--- config.mk ---
export PLATFORM = sky130hd
export DESIGN_NAME = nix_base32_encoder_core
export DESIGN_NICKNAME = d
export VERILOG_FILES = /design/src/rtl/nbe_pkg.sv /design/src/rtl/nbe_ram.sv /design/src/rtl/nix_base32_encoder_core.sv
export SDC_FILE = /design/constraint.sdc
export NUM_CORES = 1
export LEC_CHECK = 0
export BUFFER_PORTS_ARGS = -buffer_cell sky130_fd_sc_hd__clkbuf_2
export CAP_MARGIN = 30
export CELL_PAD_IN_SITES_DETAIL_PLACEMENT = 1
export CELL_PAD_IN_SITES_GLOBAL_PLACEMENT = 1
export CORE_UTILIZATION = 50
export CTS_CLUSTER_DIAMETER = 200
export DETAILED_ROUTE_END_ITERATION = 16
export PLACE_DENSITY_LB_ADDON = 0.1
export REMOVE_ABC_BUFFERS = 1
export SYNTH_ARGS = -nofsm -noshare
export SYNTH_HDL_FRONTEND = slang
export SYNTH_SLANG_ARGS = --single-unit
export TNS_END_PERCENT = 1
--- constraint.sdc ---
create_clock -name clock -period 3.4 [get_ports clock]
set_input_delay 0.51 -clock clock [delete_from_list [all_inputs] [get_ports clock]]
set_output_delay 0.51 -clock clock [all_outputs]
set_load 0.02 [all_outputs]
--- src/rtl/nbe_pkg.sv ---
`timescale 1ns / 1ps
`default_nettype none

package nbe_pkg;

   localparam int MAX_BYTES_DEF = 32;
   localparam int GROUP_BITS    = 5;
   localparam int SYMBOL_W      = 7;

   typedef enum logic {
      ST_IDLE,
      ST_EMIT
   } state_type;

   function automatic logic [SYMBOL_W-1:0] nix_char(input logic [GROUP_BITS-1:0] grp);
      logic [SYMBOL_W-1:0] c;
      case (grp)
         5'd0:    c = 7'h30;
         5'd1:    c = 7'h31;
         5'd2:    c = 7'h32;
         5'd3:    c = 7'h33;
         5'd4:    c = 7'h34;
         5'd5:    c = 7'h35;
         5'd6:    c = 7'h36;
         5'd7:    c = 7'h37;
         5'd8:    c = 7'h38;
         5'd9:    c = 7'h39;
         5'd10:   c = 7'h61;
         5'd11:   c = 7'h62;
         5'd12:   c = 7'h63;
         5'd13:   c = 7'h64;
         5'd14:   c = 7'h66;
         5'd15:   c = 7'h67;
         5'd16:   c = 7'h68;
         5'd17:   c = 7'h69;
         5'd18:   c = 7'h6a;
         5'd19:   c = 7'h6b;
         5'd20:   c = 7'h6c;
         5'd21:   c = 7'h6d;
         5'd22:   c = 7'h6e;
         5'd23:   c = 7'h70;
         5'd24:   c = 7'h71;
         5'd25:   c = 7'h72;
         5'd26:   c = 7'h73;
         5'd27:   c = 7'h76;
         5'd28:   c = 7'h77;
         5'd29:   c = 7'h78;
         5'd30:   c = 7'h79;
         5'd31:   c = 7'h7a;
         default: c = 7'h30;
      endcase
      return c;
   endfunction

endpackage

`default_nettype wire

--- src/rtl/nbe_ram.sv ---
`timescale 1ns / 1ps
`default_nettype none

module nbe_ram #(
   parameter int WIDTH = 8,
   parameter int DEPTH = 32,
   localparam int AW = (DEPTH > 1) ? $clog2(DEPTH) : 1
) (
   input  wire logic             clock,
   input  wire logic             wr_en,
   input  wire logic [AW-1:0]    wr_addr,
   input  wire logic [WIDTH-1:0] wr_data,
   input  wire logic [AW-1:0]    rd_addr,
   output logic      [WIDTH-1:0] rd_data
);

   logic [WIDTH-1:0] mem_ff [DEPTH];

   always_ff @(posedge clock) begin
      if (wr_en) begin
         mem_ff[wr_addr] <= wr_data;
      end
      rd_data <= mem_ff[rd_addr];
   end

endmodule

`default_nettype wire

--- src/rtl/nix_base32_encoder_core.sv ---
`timescale 1ns / 1ps
`default_nettype none

// Channel   Ports                                         Handshake
// request   req_data_byte, req_end_of_message             start && !busy
// response  rsp_symbol, rsp_final_symbol, rsp_overflow    rsp_valid, one cycle, no stall
//
// A non-final byte is taken and the block is ready again the next cycle.
// A final byte starts a run of ceil(8n/5) characters, one per cycle, and the block is
// busy for the whole run; the single read port of the byte store is read ahead,
// one byte for every eight bits consumed, so the run never pauses.
// Synchronous reset empties the store (count and overflow cleared) and ends any run.
// The receiver cannot stall; requests are held off only by busy during a run.

module nix_base32_encoder_core
   import nbe_pkg::*;
#(
   parameter int MAX_BYTES = MAX_BYTES_DEF
) (
   input  wire logic                clock,
   input  wire logic                reset,
   input  wire logic                start,
   output logic                     busy,
   input  wire logic [7:0]          req_data_byte,
   input  wire logic                req_end_of_message,
   output logic                     rsp_valid,
   output logic [SYMBOL_W-1:0]      rsp_symbol,
   output logic                     rsp_final_symbol,
   output logic                     rsp_overflow
);

   localparam int ADDR_W = (MAX_BYTES > 1) ? $clog2(MAX_BYTES) : 1;
   localparam int CNT_W  = $clog2(MAX_BYTES + 1);
   localparam int PW     = $clog2(8 * MAX_BYTES + 5);
   localparam int IW     = PW - 3;

   state_type state_ff, state_in;

   logic [CNT_W-1:0]  count_ff, count_in;
   logic [PW-1:0]     tlen_ff, tlen_in;
   logic [2:0]        slack_ff, slack_in;
   logic              drop_ff, drop_in;
   logic              fresh_ff, fresh_in;
   logic [PW-1:0]     pos_ff, pos_in;
   logic [ADDR_W-1:0] cur_ff, cur_in;
   logic [7:0]        hi_ff, hi_in;
   logic [7:0]        lo_ff, lo_in;

   logic              wr_en;
   logic [ADDR_W-1:0] rd_addr;
   logic [7:0]        rd_data;

   logic              accept;
   logic              full;
   logic [7:0]        hi_eff, lo_eff;
   logic [15:0]       shifted;
   logic [PW-1:0]     pos_next;
   logic              last;
   logic              need_read;

   nbe_ram #(
      .WIDTH (8),
      .DEPTH (MAX_BYTES)
   ) u_store (
      .clock   (clock),
      .wr_en   (wr_en),
      .wr_addr (count_ff[ADDR_W-1:0]),
      .wr_data (req_data_byte),
      .rd_addr (rd_addr),
      .rd_data (rd_data)
   );

   assign accept    = start && (state_ff == ST_IDLE);
   assign full      = (count_ff == CNT_W'(MAX_BYTES));
   assign hi_eff    = fresh_ff ? lo_ff : hi_ff;
   assign lo_eff    = fresh_ff ? rd_data : lo_ff;
   assign shifted   = {hi_eff, lo_eff} >> pos_ff[2:0];
   assign last      = (pos_ff == '0);
   assign pos_next  = pos_ff - PW'(GROUP_BITS);
   assign need_read = (pos_next[PW-1:3] != IW'(cur_ff));

   always_comb begin
      state_in = state_ff;
      case (state_ff)
         ST_IDLE: begin
            if (accept && req_end_of_message) begin
               state_in = ST_EMIT;
            end
         end
         ST_EMIT: begin
            if (last) begin
               state_in = ST_IDLE;
            end
         end
         default: state_in = ST_IDLE;
      endcase
   end

   always_comb begin
      busy             = (state_ff == ST_EMIT);
      rsp_valid        = (state_ff == ST_EMIT);
      rsp_symbol       = nix_char(shifted[GROUP_BITS-1:0]);
      rsp_final_symbol = last;
      rsp_overflow     = drop_ff;
   end

   always_comb begin
      count_in = count_ff;
      tlen_in  = tlen_ff;
      slack_in = slack_ff;
      drop_in  = drop_ff;
      fresh_in = fresh_ff;
      pos_in   = pos_ff;
      cur_in   = cur_ff;
      hi_in    = hi_ff;
      lo_in    = lo_ff;
      wr_en    = 1'b0;
      rd_addr  = cur_ff - ADDR_W'(1);
      case (state_ff)
         ST_IDLE: begin
            if (accept) begin
               if (!full) begin
                  wr_en    = 1'b1;
                  count_in = count_ff + CNT_W'(1);
                  // keep 5*len and its slack over 8n in step with the byte count
                  if (slack_ff < 3'd3) begin
                     tlen_in  = tlen_ff + PW'(2 * GROUP_BITS);
                     slack_in = slack_ff + 3'd2;
                  end else begin
                     tlen_in  = tlen_ff + PW'(GROUP_BITS);
                     slack_in = slack_ff - 3'd3;
                  end
               end else begin
                  drop_in = 1'b1;
               end
               if (req_end_of_message) begin
                  pos_in = tlen_in - PW'(GROUP_BITS);
                  hi_in  = 8'h00;
                  if (!full) begin
                     lo_in    = req_data_byte;
                     cur_in   = count_ff[ADDR_W-1:0];
                     fresh_in = 1'b0;
                  end else begin
                     lo_in    = 8'h00;
                     cur_in   = ADDR_W'(MAX_BYTES - 1);
                     rd_addr  = ADDR_W'(MAX_BYTES - 1);
                     fresh_in = 1'b1;
                  end
               end
            end
         end
         ST_EMIT: begin
            hi_in    = hi_eff;
            lo_in    = lo_eff;
            fresh_in = 1'b0;
            if (last) begin
               count_in = '0;
               tlen_in  = '0;
               slack_in = '0;
               drop_in  = 1'b0;
            end else begin
               pos_in = pos_next;
               if (need_read) begin
                  cur_in   = cur_ff - ADDR_W'(1);
                  fresh_in = 1'b1;
               end
            end
         end
         default: ;
      endcase
   end

   always_ff @(posedge clock) begin
      if (reset) begin
         state_ff <= ST_IDLE;
         count_ff <= '0;
         tlen_ff  <= '0;
         slack_ff <= '0;
         drop_ff  <= 1'b0;
         fresh_ff <= 1'b0;
      end else begin
         state_ff <= state_in;
         count_ff <= count_in;
         tlen_ff  <= tlen_in;
         slack_ff <= slack_in;
         drop_ff  <= drop_in;
         fresh_ff <= fresh_in;
      end
   end

   always_ff @(posedge clock) begin
      pos_ff <= pos_in;
      cur_ff <= cur_in;
      hi_ff  <= hi_in;
      lo_ff  <= lo_in;
   end

endmodule

`default_nettype wire

# == Word level (Yosys, flattened, before mapping) ==
# Memory sizes are Yosys's and may differ from the RTL's. A register that Yosys moved wholly into a read port is not among the register bits.
# Cells that the tools add are included.
# word_totals
regBits,51
ram_bits,256
mem_bits_ro,192
input_bits,12
output_inout_bits,11
word_cells,98
mem_count,2
# mem_list
memory,depth,width,read_ports,rd_ports_with_merged_regs,write_ports,line_no,rtl
u_store.mem_ff,32,8,1,1,1,nbe_ram.sv:17,logic [WIDTH-1:0] mem_ff [DEPTH];
(name not given),32,6,1,0,0,nbe_pkg.sv:17,case (grp)
# op_classes
addsub,8
order_cmp,1
eq_ne,9
shift,1
n_mux,57
bitwise_logic,1
reduce_logical,9
# op_table
operator,n
two-way mux 9 bit,9
two-way mux 8 bit,7
two-way mux 5 bit,9
one-hot mux 9 bit (2 select lines),2
one-hot mux 8 bit (2 select lines),2
two-way mux 6 bit,3
subtractor 9 x 3 -> 9 bit (second input constant),2
>> shifter 16 x 3 -> 5 bit,1
two-way mux 1 bit,15
two-way mux 3 bit,4
inequality test 2 bit (second input constant),6
one-hot mux 6 bit (2 select lines),1
one-hot mux 5 bit (2 select lines),1
adder 9 x 3 -> 9 bit (second input constant),1
adder 9 x 4 -> 9 bit (second input constant),1
logical NOT 9 bit,1
AND reduction 3 bit,3
adder 6 x 1 -> 6 bit (second input constant),1
equality test 6 bit (second input constant),1
inequality test 6 x 5 -> 1 bit,1
one-hot mux 1 bit (2 select lines),3
one-hot mux 3 bit (2 select lines),1
subtractor 5 x 1 -> 5 bit (second input constant),1
AND reduction 2 bit,2
other kinds (7),8

# == Longest topological paths before layout ==
# Gate-level depths: netlist of the first run.
# logic_depth
word_depth,9
ltp_mapped,14
ltp_nobuf,11

# == Cells and area by module ==
# A second synthesis of the first run with hierarchy kept.
# hier_totals
hier_cells,832
hier_area_um2,13862.0
# by_module_without_submodules
module,n_inst,cells_per_inst,area_each_um2,seq_area_each_um2
nbe_ram,1,417,10053.4,7847.5
nix_base32_encoder_core,1,415,3808.7,1201.2

# == Worst setup path before layout of the first run ==
# Ideal clock, no wire load.
# synth_timing
path_type,reg2out
from,register pos_ff[0]
to,output rsp_symbol[0]
t_arrival_ns,2.675
required_ns,2.890
setup_slack_ns,0.215
stages_incl_launch_ff,7
path_buffers,3
cell_sequence,edfxtp_1 buf_2 buf_2 mux4_2 mux4_2 clkbuf_1 o311ai_0
# synth_via
elab_chain_cells,2
# synth_lines
element,line_no,rtl
start: declaration,nix_base32_encoder_core.sv:44,"logic [PW-1:0] pos_ff, pos_in;"
start signal: assignment,nix_base32_encoder_core.sv:192,pos_ff <= pos_in;
>> shifter 16 x 3 -> 5 bit,nix_base32_encoder_core.sv:77,"assign shifted = {hi_eff, lo_eff} >> pos_ff[2:0];"
memory (32 x 6 bit),--,
end: declaration,nix_base32_encoder_core.sv:27,"output logic [SYMBOL_W-1:0] rsp_symbol,"
# Every way passes these cells.

# == Worst setup path after layout of the first run ==
# layout_timing
from,register pos_ff[0]
to,output rsp_symbol[1]
# The elaborated chain is that of the path after synthesis.

==> impl_metrics.tcl, run 1 <==
set metrics [dict create \
    status "finished with violations" \
    critPathRequiredTime_ps 2890 \
    met1_usage_pct 39.8 \
    regToRegEndpoint "u_store.mem_ff[30][2]$_DFFE_PP_" \
    antenna_found_initial 0 \
    layout_min_cycle_time_ps 3450 \
    switching_share_pct 28.3 \
    drtIter0Drc 901 \
    grt_setup_unrepaired "yes" \
    cts-root-buf "clkbuf_16" \
    slew_headroom_pct 38.5 \
    final_layout_size_suffix_gt1_share_pct 20.0 \
    nNetsFinal 1187 \
    use_met2_pct 45.4 \
    ys_types 73 \
    synth_flop_cell "edfxtp_1" \
    grtUsageMet3_pct 4.09 \
    drc 0 \
    ant_nets 0 \
    diodes 0 \
    multi_input_area_um2 4860 \
    violations "setup timing" \
    clock_skew_ps 22.5 \
    p_int_mw 7.34 \
    syn_to_final_growth_pct 16.1 \
    post-route-util_pct 59.1 \
    synth-seq-area-share_pct 63.8 \
    comb_power_share_pct 20.2 \
    ir_drop_v 0.000491 \
    die_y_um 170 \
    avgSynthCellArea_um2 13.3 \
    io_pins 23 \
    yosysWarnings 0 \
    critPathLaunchType "register" \
    power_leakage_nw 5.61 \
    setup_ws_ps -50.9 \
    fillCellCount 2721 \
    reg2reg_depth 8 \
    grt-busiest-layer "met2" \
    synth_edf_count 282 \
    start_util_pct 50.9 \
    synth_cells 1069 \
    pwr_density_cell_nw_per_um2 622 \
    die_area_um2 29000 \
    place_ws_ps 119 \
    cts_sinks 311 \
    die_w_um 170 \
    grt-ovfl-total 0 \
    timing.fmax_mhz 290 \
    final_cells 1563 \
    hold_depth 2 \
    dr.pass1.iters 5 \
    critPathArrivalTime_ps 2940 \
    p_clk_share_pct 36.4 \
    grt_first_pass_wirelength_mm 60.0 \
    endpoint "rsp_symbol[1]" \
    dp.cells 1484 \
    row_count 61 \
    reg2reg_from "count_ff[0]$_SDFFE_PP0P_" \
    regArea_um2 9050 \
    critPathCaptureType "output port" \
    core_um2 27900 \
    setup_viol_count_final 5 \
    min_from "reset" \
    cts_buffers 35 \
    clockBufferDepth 3 \
    insertion_delay_ps 520 \
    cp_max_fo 7 \
    vias 9614 \
    globalRouteTotalUtil_pct 28.2 \
    gp_congestion 0.840 \
    cts.htree.levels 2 \
    period_share_pct 101 \
    place_hpwl_mm 25.5 \
    vias_per_cell 6.15 \
    crit_start "pos_ff[0]$_DFFE_PP_" \
    io_buffers 21 \
    hold_path_class "input pin to register" \
    drv_slew 0 \
    grt_max_degree 45 \
    hold_viol_final 0 \
    pwr-share-seq_pct 43.4 \
    grt_pass1_vias 9842 \
    worstMarginPinSlew_ps 922 \
    path_class "register to output port" \
    routed_wl_mm 39.3 \
    post_drt_wl_per_cell_um 25.1 \
    clk_pin_slew_ps 60 \
    synth-seq-cells 311 \
    async_reset_ff_share_pct 0 \
    syn_area_um2 14200 \
    cts_tree "done" \
    switchingPower_mw 2.90 \
    cap_violations 0 \
    r2r_setup_slack_ps 290 \
]
## routing by layer
metal	routed length [um]	part of all wire [%]
met5	0	0
met1	17500	45
met3	2120	5.4
met4	978	2.5
met2	18700	48
## power by group through the flow
| stage | Combinational, mW | Sequential (mW) | Clock, mW |
|---|---|---|---|
| 2_1_floorplan | 1.16 | 4.50 | 0 |
| 3_3_place_gp | 1.82 | 4.51 | 0 |
| 3_5_place_dp | 1.87 | 4.52 | 0 |
| 4_1_cts | 2.03 | 4.44 | 3.77 |
| 5_1_grt | 2.23 | 4.45 | 3.89 |
| 6_report | 2.07 | 4.44 | 3.72 |
## metrics by stage
step / TNS, ps / total power [mW] / cell area (um2) / hold WS, ps
5_1_grt: -884 / 10.6 / 16500 / 450
3_3_place_gp: 0 / 6.33 / 15100 / 469
2_1_floorplan: -35620 / 5.66 / 13900 / 453
4_1_cts: -197 / 10.2 / 16400 / 418
6_report: -147 / 10.2 / 16500 / 424
3_5_place_dp: 0 / 6.39 / 15100 / 486
## cell usage after synthesis, drive strengths merged (4+ instances only)
cell | instances | area, um2
o211ai | 6 | 50.1
mux2i | 51 | 510
xnor2 | 20 | 175
a21oi | 48 | 240
ha | 16 | 200
nand4 | 4 | 25.0
o22ai | 24 | 150
o21a | 12 | 90.1
clkbuf | 31 | 118
a32oi | 4 | 35.0
a31o | 9 | 78.8
a22oi | 6 | 45.0
mux4 | 28 | 631
o311ai | 4 | 42.6
nand2 | 92 | 345
a211oi | 17 | 133
o32ai | 5 | 43.8
nand3 | 27 | 135
a21boi | 4 | 30.0
nor3 | 45 | 230
a31oi | 18 | 113
dfxtp | 29 | 581
inv | 19 | 71.3
nor2b | 5 | 31.3
o221ai | 14 | 129
edfxtp | 282 | 8470
xor2 | 16 | 148
nor2 | 93 | 352
o21ai | 35 | 175
o22a | 5 | 43.8
or3 | 11 | 73.8
mux2 | 6 | 67.6
o31ai | 4 | 35.0
and2 | 6 | 37.5
buf | 35 | 203
nand3b | 5 | 37.5
## state kept, by name, indices dropped and copies added, names as in the netlist, 4 cells and up
register,cells
cur_ff,5
u_store.rd_data,8
hi_ff,4
u_store.mem_ff,256
tlen_ff,9
count_ff,6
pos_ff,9
lo_ff,8
## cell type report
class | count | share of cell area [%]
clock buffer | 50 | 5.86
multi-input combinational | 673 | 29.6
clock inverter | 13 | 0.951
sequential | 311 | 55.0
tap | 378 | 2.87
timing repair buffer | 118 | 5.29
inverter | 20 | 0.456
## cells by family (layout without fill, tap and decap cells)
group	count (synthesis)	in the layout	synth area share, %
AOI/OAI and AO/OA	233	233	11.4
xor gates and xnor gates	36	36	2.28
adders and majority gates	16	16	1.41
buffers and inverters	86	201	2.79
DFF	311	311	63.8
muxes	85	86	8.53
other	1	1	0.0265
and+or+nand+nor	301	301	9.75
## cell usage in the layout (no fill, tap or decap), drive strengths merged, types with 9 or more instances in the layout
cell type,netlist,routed
edfxtp,282,282
buf,35,100
nor2,93,93
nand2,92,92
clkbuf,31,68
mux2i,51,51
a21oi,48,48
nor3,45,45
o21ai,35,35
mux4,28,29
dfxtp,29,29
nand3,27,27
o22ai,24,24
xnor2,20,20
inv,19,20
a31oi,18,18
a211oi,17,17
xor2,16,16
ha,16,16
o221ai,14,14
o21a,12,12
or3,11,11
a31o,9,9
## repair_timing
item,in CTS,in global routing
setup endpoints to repair,6,6
pin swaps,2,0
setup buffers,13,2
resized for setup,26,3
gates cloned,1,0
hold buffers,0,0
## worst max-delay path, cell delays in order (launching register included)
cell      delay (ps)
edfxtp_1         440
buf_4            200
mux4_2           530
mux2i_4          210
a21oi_2          100
inv_2            110
ha_4             140
inv_1             70
o311ai_1         350
o22ai_1          120
clkbuf_2         160
## how the worst min path moves through the flow
stage | end
after floorplan | tlen_ff[8]$_SDFFE_PP0P_
final | tlen_ff[0]$_SDFFE_PP0P_
after CTS | tlen_ff[8]$_SDFFE_PP0P_
after detailed placement | tlen_ff[8]$_SDFFE_PP0P_
after global routing | tlen_ff[0]$_SDFFE_PP0P_
after global placement | tlen_ff[8]$_SDFFE_PP0P_
No activity file was read; power rests on OpenSTA's default activity.
==> run 2, diff against run 1 <==
==> constraint.sdc (replaced) <==
create_clock -name clock -period 4.3 [get_ports clock]
set_input_delay 0.645 -clock clock [delete_from_list [all_inputs] [get_ports clock]]
set_output_delay 0.645 -clock clock [all_outputs]
set_load 0.02 [all_outputs]
==> run 2 against run 1 <==
Effect of this change: the run now ends clean; first-iteration DRC count fell by 11%; sequential share of layout area increased by 1.4 points; die area unchanged; power fell by 21%; hold slack improved by 63 ps; worst setup slack better by 340 ps; critical path type unchanged; critical endpoint is now rsp_symbol[0]; largest cell class unchanged; highest routed layer unchanged.
==> impl_metrics.tcl, run 2 (same netlist as run 1, synthesis figures left out) <==
set metrics [dict create \
    largest_reg_flops 256 \
    final_common_cell "edfxtp_1" \
    min_from "tlen_ff[8]$_SDFFE_PP0P_" \
    ir_drop_v 0.000351 \
    grt_setup_unrepaired "no" \
    ant_nets 0 \
    grt-ovfl-total 0 \
    grt_max_degree 54 \
    cp_max_fo 9 \
    final_cells 1512 \
    place_area_um2 14800 \
    drv_slew 0 \
    io_pins 23 \
    vias_per_cell 6.18 \
    drtIter0Drc 803 \
    place_hpwl_mm 24.8 \
    nNetsFinal 1135 \
    insertion_delay_ps 520 \
    finalInstanceArea_um2 16000 \
    cts_buffers 35 \
    drc 0 \
    die_y_um 170 \
    status "complete, no violations" \
    core_um2 27900 \
    gp_congestion 0.873 \
    fillCellCount 2728 \
    regArea_um2 9050 \
    critPathCaptureType "output port" \
    layout_common_cells "edfxtp_1, nor2_1, nand2_1" \
    cts_sinks 311 \
    syn_to_final_growth_pct 13.2 \
    post-route-util_pct 57.6 \
    antenna_found_initial 0 \
    reg_top3 "u_store.mem_ff x256, pos_ff x9, tlen_ff x9" \
    cts.htree.levels 2 \
    clk_pin_slew_ps 60 \
    cts-root-buf "clkbuf_16" \
    grt_pass1_vias 9511 \
    start_util_pct 50.9 \
    diodes 0 \
    grt_first_pass_wirelength_mm 57.6 \
    hold_path_class "register to register" \
    dp.cells 1447 \
    multi_input_area_um2 4770 \
    final_layout_size_suffix_gt1_share_pct 15.8 \
    die_area_um2 29000 \
    critPathLaunchType "register" \
    die_w_um 170 \
    cap_violations 0 \
    max_stage_delay_ps 470 \
    regMostFlops "u_store.mem_ff" \
    worstMarginPinSlew_ps 985 \
    hold_viol_final 0 \
    post_drt_wl_per_cell_um 25.3 \
    slew_headroom_pct 33.8 \
    critPathArrivalTime_ps 3370 \
    setup_viol_count_final 0 \
    dr.pass1.iters 8 \
    crit_start "pos_ff[0]$_DFFE_PP_" \
    clock_skew_ps 17.6 \
    period_share_pct 93.3 \
    vias 9342 \
    slowest_stage "edfxtp_1" \
    critPathRequiredTime_ps 3650 \
    path_class "register to output port" \
    crit_path_cell_trace "buf_12 -> buf_4 -> mux4_2 -> mux2i_1 -> o21ai_1 -> inv_1 -> ha_1 -> xnor2_1 -> nor3_1 -> a31oi_1 -> o311ai_0 -> clkbuf_2" \
    globalRouteTotalUtil_pct 27.1 \
    fin_setup_tns_ps 0 \
    cts_tree "done" \
    clockBufferDepth 3 \
    row_count 61 \
    pwr_density_cell_nw_per_um2 506 \
    io_buffers 21 \
    r2r_setup_slack_ps 940 \
    layout_min_cycle_time_ps 4010 \
    timing.fmax_mhz 249 \
    reg2reg_from "count_ff[1]$_SDFFE_PP0P_" \
    power_leakage_nw 5.39 \
    routed_wl_mm 38.2 \
]
## run 2: timing repair
item | in CTS | in global routing
hold buffers | 0 | 0
setup endpoints to repair | 0 | 1
buffers inserted | 0 | 1
resized for setup | 0 | 1
## run 2: path summary, 6_finish.rpt
path                                                       end  cells after the start
worst max-delay path                             rsp_symbol[0]                     12
worst min-delay path                   tlen_ff[8]$_SDFFE_PP0P_                      2
worst max register to register  u_store.mem_ff[2][0]$_DFFE_PP_                      8
worst min register to register         tlen_ff[8]$_SDFFE_PP0P_                      2
## run 2: critical path, delay by kind of cell (launching register included)
| family | cells | cell delay, ps |
|---|---|---|
| xor+xnor | 1 | 130 |
| simple gates | 1 | 180 |
| compound gates | 3 | 580 |
| flops | 1 | 470 |
| buf+inv | 4 | 750 |
| mux | 2 | 410 |
| fa+ha+maj | 1 | 330 |
## run 2: per-layer routing
metal,up-vias,global-route usage [%],wire length [um]
met4,0,8.54,990
met5,-,0,0
li1,4213,-,-
met1,4744,38.0,17000
met2,316,43.8,18100
met3,69,3.72,2150
## run 2: per-stage QoR
step | setup slack [ps] | total power, mW | hold WS (ps)
after floorplan | -2740 | 4.48 | 453
after global placement | 839 | 4.98 | 467
after detailed placement | 703 | 5.01 | 481
after CTS | 156 | 8.16 | 491
after global routing | 117 | 8.39 | 515
final | 287 | 8.12 | 487
## run 2: power by group
group	internal (mW)	switching, mW
clock network	1.96	1.19
registers	3.40	0.129
logic	0.536	0.910
total	5.89	2.23
## run 2: final cells by class
type	instances	share of cell area [%]
clock buffers	42	5.75
clock inverters	22	1.84
inverters	20	0.468
flip-flops and latches	311	56.4
well taps	378	2.95
multi-input cells	672	29.7
repair buffers	67	2.88
